--- src/smpg_pkg.sv ---
// ----------------------------------------------------------------------------
// smpg_pkg
// Shared types and constants for the source mask prune and grow block.
// ----------------------------------------------------------------------------
`default_nettype none
package smpg_pkg;

   localparam int unsigned DefMaxWidth  = 256;
   localparam int unsigned DefMaxHeight = 256;

   localparam logic [1:0] OP_LOAD    = 2'd0;
   localparam logic [1:0] OP_PROCESS = 2'd1;
   localparam logic [1:0] OP_READ    = 2'd2;

   localparam logic [2:0] CSR_WIDTH  = 3'd0;
   localparam logic [2:0] CSR_HEIGHT = 3'd1;
   localparam logic [2:0] CSR_SRCBIT = 3'd2;
   localparam logic [2:0] CSR_MINNB  = 3'd3;
   localparam logic [2:0] CSR_GROW   = 3'd4;

   localparam int unsigned CsrDataWidth = 9;

   typedef struct packed {
      logic [1:0]  operation;
      logic [15:0] pixel_index;
      logic [15:0] quality_word;
   } req_type;

   typedef struct packed {
      logic [15:0] read_word;
      logic        pass_done;
   } rsp_type;

   // pass phases: mark survivors, grow, write back
   typedef enum logic [3:0] {
      PH_IDLE  = 4'b0001,
      PH_PRUNE = 4'b0010,
      PH_GROW  = 4'b0100,
      PH_APPLY = 4'b1000
   } phase_type;

endpackage
`default_nettype wire

--- src/smpg_seq.sv ---
// ----------------------------------------------------------------------------
// smpg_seq
// Pass sequencer: walks the frame once per phase (all window places in prune
// and grow). Each step issues one memory read; the datapath uses it next cycle.
// ----------------------------------------------------------------------------
`default_nettype none
module smpg_seq #(
   parameter int unsigned MAX_WIDTH  = smpg_pkg::DefMaxWidth,
   parameter int unsigned MAX_HEIGHT = smpg_pkg::DefMaxHeight
) (
   input  wire logic                          clock,
   input  wire logic                          reset,
   input  wire logic                          go,
   input  wire logic [$clog2(MAX_WIDTH):0]    w,
   input  wire logic [$clog2(MAX_HEIGHT):0]   h,
   output smpg_pkg::phase_type                phase,
   output logic      [$clog2(MAX_WIDTH)-1:0]  px,
   output logic      [$clog2(MAX_HEIGHT)-1:0] py,
   output logic      [3:0]                    tap,
   output logic                               tap_ok,
   output logic      [$clog2(MAX_WIDTH)-1:0]  nx,
   output logic      [$clog2(MAX_HEIGHT)-1:0] ny,
   output logic                               last_tap,
   output logic                               done
);
   localparam int unsigned XW = $clog2(MAX_WIDTH);
   localparam int unsigned YW = $clog2(MAX_HEIGHT);

   smpg_pkg::phase_type phase_ff, phase_in;
   logic [XW-1:0] x_ff, x_in;
   logic [YW-1:0] y_ff, y_in;
   logic [3:0]    tap_ff, tap_in;
   logic [1:0]    tcol, trow;
   logic [XW+1:0] sx;
   logic [YW+1:0] sy;
   logic          last_px, tap_end;

   assign phase = phase_ff;
   assign px    = x_ff;
   assign py    = y_ff;
   assign tap   = tap_ff;

   // window column and row of this tap
   always_comb begin
      case (tap_ff) inside
         4'd0, 4'd3, 4'd6: tcol = 2'd0;
         4'd1, 4'd4, 4'd7: tcol = 2'd1;
         default:          tcol = 2'd2;
      endcase
      case (tap_ff) inside
         [4'd0:4'd2]: trow = 2'd0;
         [4'd3:4'd5]: trow = 2'd1;
         default:     trow = 2'd2;
      endcase
   end

   // neighbor place for this tap; taps 0..8 cover the 3x3 window
   always_comb begin
      sx = {2'b00, x_ff} + {{(XW){1'b0}}, tcol} - (XW+2)'(1);
      sy = {2'b00, y_ff} + {{(YW){1'b0}}, trow} - (YW+2)'(1);
      tap_ok = !sx[XW+1] && !sy[YW+1] && (sx[XW:0] < w) && (sy[YW:0] < h);
      nx = sx[XW-1:0];
      ny = sy[YW-1:0];
   end

   assign tap_end  = (phase_ff == smpg_pkg::PH_APPLY) || (tap_ff == 4'd8);
   assign last_tap = tap_end;
   assign last_px  = ({1'b0, x_ff} == w - 1'b1) && ({1'b0, y_ff} == h - 1'b1);
   assign done     = (phase_ff == smpg_pkg::PH_APPLY) && last_px;

   // walk taps, then columns, then rows, then phases
   always_comb begin
      phase_in = phase_ff;
      x_in     = x_ff;
      y_in     = y_ff;
      tap_in   = tap_ff;
      case (phase_ff)
         smpg_pkg::PH_IDLE: begin
            x_in = '0; y_in = '0; tap_in = '0;
            if (go) phase_in = smpg_pkg::PH_PRUNE;
         end
         smpg_pkg::PH_PRUNE, smpg_pkg::PH_GROW, smpg_pkg::PH_APPLY: begin
            if (!tap_end) begin
               tap_in = tap_ff + 4'd1;
            end else begin
               tap_in = '0;
               if ({1'b0, x_ff} != w - 1'b1) begin
                  x_in = x_ff + 1'b1;
               end else begin
                  x_in = '0;
                  if ({1'b0, y_ff} != h - 1'b1) begin
                     y_in = y_ff + 1'b1;
                  end else begin
                     y_in = '0;
                     case (phase_ff)
                        smpg_pkg::PH_PRUNE: phase_in = smpg_pkg::PH_GROW;
                        smpg_pkg::PH_GROW:  phase_in = smpg_pkg::PH_APPLY;
                        default:            phase_in = smpg_pkg::PH_IDLE;
                     endcase
                  end
               end
            end
         end
         default: phase_in = smpg_pkg::PH_IDLE;
      endcase
   end

   always_ff @(posedge clock) begin
      if (reset) begin
         phase_ff <= smpg_pkg::PH_IDLE;
      end else begin
         phase_ff <= phase_in;
      end
      x_ff   <= x_in;
      y_ff   <= y_in;
      tap_ff <= tap_in;
   end
endmodule
`default_nettype wire

--- config.mk ---
export PLATFORM = sky130hd
export DESIGN_NAME = smpg_seq
export DESIGN_NICKNAME = d
export VERILOG_FILES = /design/src/smpg_pkg.sv /design/src/smpg_seq.sv
export SDC_FILE = /design/constraint.sdc
export NUM_CORES = 1
export LEC_CHECK = 0
export BUFFER_PORTS_ARGS = -buffer_cell sky130_fd_sc_hd__buf_2
export CAP_MARGIN = 20
export CORE_MARGIN = 2
export CORE_UTILIZATION = 60
export DETAILED_ROUTE_END_ITERATION = 16
export PLACE_DENSITY_LB_ADDON = 0.3
export SYNTH_ARGS = -nofsm -noshare
export SYNTH_HDL_FRONTEND = slang
export SYNTH_SLANG_ARGS = --single-unit
--- constraint.sdc ---
create_clock -name clock -period 6.6 [get_ports clock]
set_input_delay 0.99 -clock clock [delete_from_list [all_inputs] [get_ports clock]]
set_output_delay 0.99 -clock clock [all_outputs]
set_load 0.01 [all_outputs]
==> flow_metrics.env <==
export IMPL_hpwl_mm=5.47
export IMPL_viasPerCell=5.44
export IMPL_clk_latency_ns=0.26
export IMPL_ys_seq_elements=24
export IMPL_layout_nets=513
export IMPL_crit_path_start="tap[1]"
export IMPL_finalSetupTns_ns=0
export IMPL_skew_ns=0.00358
export IMPL_cts_root_buffer="clkbuf_8"
export IMPL_worstPathRequired_ns=5.61
export IMPL_yosysTopAreaCell="ha_1"
export IMPL_ys_seq_area_share_pct=21.6
export IMPL_grt_pass1_wl_mm=11.8
export IMPL_seqPwrFrac_pct=21.2
export IMPL_fin_crit_ns=5.55
export IMPL_grt_usage_pct=23.9
export IMPL_synth_top_area_share_pct=21.0
export IMPL_final_cells=506
export IMPL_critPathMaxStageDelay_ns=0.48
export IMPL_antenna_found_initial=0
export IMPL_slowest_stage="edfxtp_1"
export IMPL_vdd_drop_max_mv=0.192
export IMPL_path_class="reg -> out"
export IMPL_crit_path_max_fanout=6
export IMPL_drtPass1Iterations=4
export IMPL_outcome="finished, final reports clean"
export IMPL_max_slew_margin_pct=59.2
export IMPL_pwr_share_clk_pct=6.7
export IMPL_syn_to_final_growth_pct=13.5
export IMPL_hold_buffers=0
export IMPL_grt_max_degree=14
export IMPL_ctsLongestPathBuffers=2
export IMPL_cp_num_buf_inv=3
export IMPL_synth_edff_count=20
export IMPL_cp_num_cells=19
export IMPL_die_h_um=76.5
export IMPL_cp_cell_sequence="inv_1 > ha_1 > nor2_1 > a211oi_1 > or2_2 > ha_1 > inv_1 > ha_1 > a21o_1 > a21oi_1 > o21bai_1 > a21oi_1 > o21ai_0 > xnor2_1 > ha_1 > a211o_1 > a221o_1 > a2111oi_0 > buf_2"
export IMPL_io_buffers=63
export IMPL_clkSinkCount=24
export IMPL_leakage_uw=0.00171
export IMPL_yosysUniqueCellTypes=53
export IMPL_min_path_type="reg -> reg"
export IMPL_dieArea_um2=5860
export IMPL_yosysMostFrequentCell="inv_1"
export IMPL_vias=2751
export IMPL_reg2reg_from="px[6]"
export IMPL_ys_async_sr_fraction_pct=0
export IMPL_switching_share_pct=48.0
export IMPL_start_util_pct=61.8
export IMPL_first_global_vias=2658
export IMPL_synth_top_cells_by_count="inv_1 (57), ha_1 (53), xnor2_1 (41)"
export IMPL_grt_overflow_total=0
export IMPL_synth_area_um2=3160
export IMPL_hp_start="phase[1]"
export IMPL_fp_coreArea_um2=5110
export IMPL_synth_warnings=0
export IMPL_fin_crit_sh_pct=84.1
export IMPL_rr_worst_depth=7
export IMPL_worst_pin_slew_ns=0.607
export IMPL_tritoncts_num_buffers=3
export IMPL_cts_setup_buffers=0
export IMPL_diodes=0
export IMPL_fp_row_count=26
export IMPL_synth_cells=375
export IMPL_wire_per_inst_um=13.2
export IMPL_synth_ff_type="edfxtp_1"
export IMPL_drc=0
export IMPL_intPower_uw=683
export IMPL_finalHoldViolCount=0
export IMPL_clk_pin_slew_ns=0.08
export IMPL_synthesis_nets=451
export IMPL_io_pins=64
export IMPL_finalSetupViolations=0
export IMPL_syn_area_per_cell_um2=8.41
export IMPL_ctsHtreeMaxLevel=1
export IMPL_drtAntennaViolNets=0
export IMPL_r2r_end="py[4]"
export IMPL_critPathCaptureType="primary output"
export IMPL_whs_ns=0.609
export IMPL_wl_mm=6.69
export IMPL_drive_gt1_share_pct=17.9
export IMPL_slew_violations=0
export IMPL_gp_congestion=0.868
export IMPL_rsz0062_at_grt="no"
export IMPL_start_kind="register"
export IMPL_max_freq_ghz=0.180
export IMPL_die_x_um=76.5
export IMPL_post_cts_resized=0
export IMPL_hold_end="phase[1]"
export IMPL_crit_arrival_ns=4.56
export IMPL_drv_cap=0
export IMPL_cts_tree="built"
export IMPL_synth_area_leaders="ha_1 (21%), edfxtp_1 (19%), xnor2_1 (11%)"
export IMPL_drtIter0Drc=137
export IMPL_powerDensity_nw_per_um2=367
export IMPL_numPlacedInstances=502
export IMPL_holdPathStages=2
export IMPL_crit_top_cell="ha_1"
export IMPL_crit_family="compound AO/OA/AOI/OAI gates"
export IMPL_p_comb_share_pct=72.1
export IMPL_r2r_slack_ns=3.97
export IMPL_p_switching_uw=631
## power by group through the flow
| stage | sequential, uW | clock [uW] | combinational (uW) |
|---|---|---|---|
| CTS | 278 | 88.2 | 950 |
| detailed placement | 281 | 0 | 942 |
| global placement | 278 | 0 | 920 |
| global route | 288 | 95.2 | 1070 |
| floorplan | 269 | 0 | 670 |
| finish | 278 | 88.0 | 947 |
## layout make-up
type                            instances  area (um^2)
Multi-Input combinational cell        287         2230
Fill cell                             427         1530
Sequential cell                        24          681
Timing Repair Buffer                   64          323
Inverter                               57          214
Tap cell                               70         87.6
Clock buffer                            3         41.3
Clock inverter                          1         3.75
## stage by stage
stage / power [uW] / area [um^2] / setup slack, ns / util, %
floorplan: 940 / 3160 / 1.41 / -
finish: 1310 / 3580 / 1.05 / 70.1
global route: 1460 / 3580 / 0.675 / 70.1
CTS: 1320 / 3580 / 1.07 / 70.1
detailed placement: 1220 / 3540 / 1.38 / 69.3
global placement: 1200 / 3540 / 1.58 / 69.3
## layer usage
layer  track usage, %  part of all wire (%)  wire length [um]  up-vias
met5                0                     0                 0        -
li1                 -                     -                 -     1405
met2             41.8                    48              3220       65
met3             2.25                   3.0               203        6
met4             4.18                  0.72                48        0
met1             32.4                    48              3210     1275
## worst max-delay path by stage
stage / to / slack, ns
after CTS: tap_ok / 1.07
final: tap_ok / 1.05
after detailed placement: tap_ok / 1.38
after floorplan: tap_ok / 1.41
after global placement: tap_ok / 1.58
after global routing: tap_ok / 0.67
## state kept, by name (all words and copies together), names as in the netlist
name,cells
phase,4
tap,4
py,8
px,8
## placed cells by master, fill, tap and decap left out, drive strengths merged, types with 4 or more instances in the layout
cell type and count:
nand3 8, and3 5, mux2i 4, nand2b 5, xor2 7, a21oi 17
buf 64, o21bai 5, edfxtp 20, nand4 7, dfxtp 4, ha 53
a21o 6, nand2 18, nor3 6, a31oi 4, nor2b 4, o21a 4
xnor2 41, nor2 37, o21ai 16, inv 57
## worst register-to-register path, cell delays in order (launching register included)
cell       delay (ns)
edfxtp_1         0.51
xor2_1           0.29
nor4bb_1         0.31
o21ai_0          0.13
a2bb2oi_1        0.29
nand2_1          0.15
nand2_1          0.23
and2_1           0.39
## cells by family after synthesis
family	after synthesis	synth area share, %
buffers and inverters	64	7.69
flip-flops	24	21.6
multiplexers	4	1.27
adder cells (fa/ha/maj)	55	22.3
AND/OR/NAND/NOR	109	18.1
XOR/XNOR	49	14.0
AO/OA/AOI/OAI	70	15.0
Power figures use the tool's default switching activity.
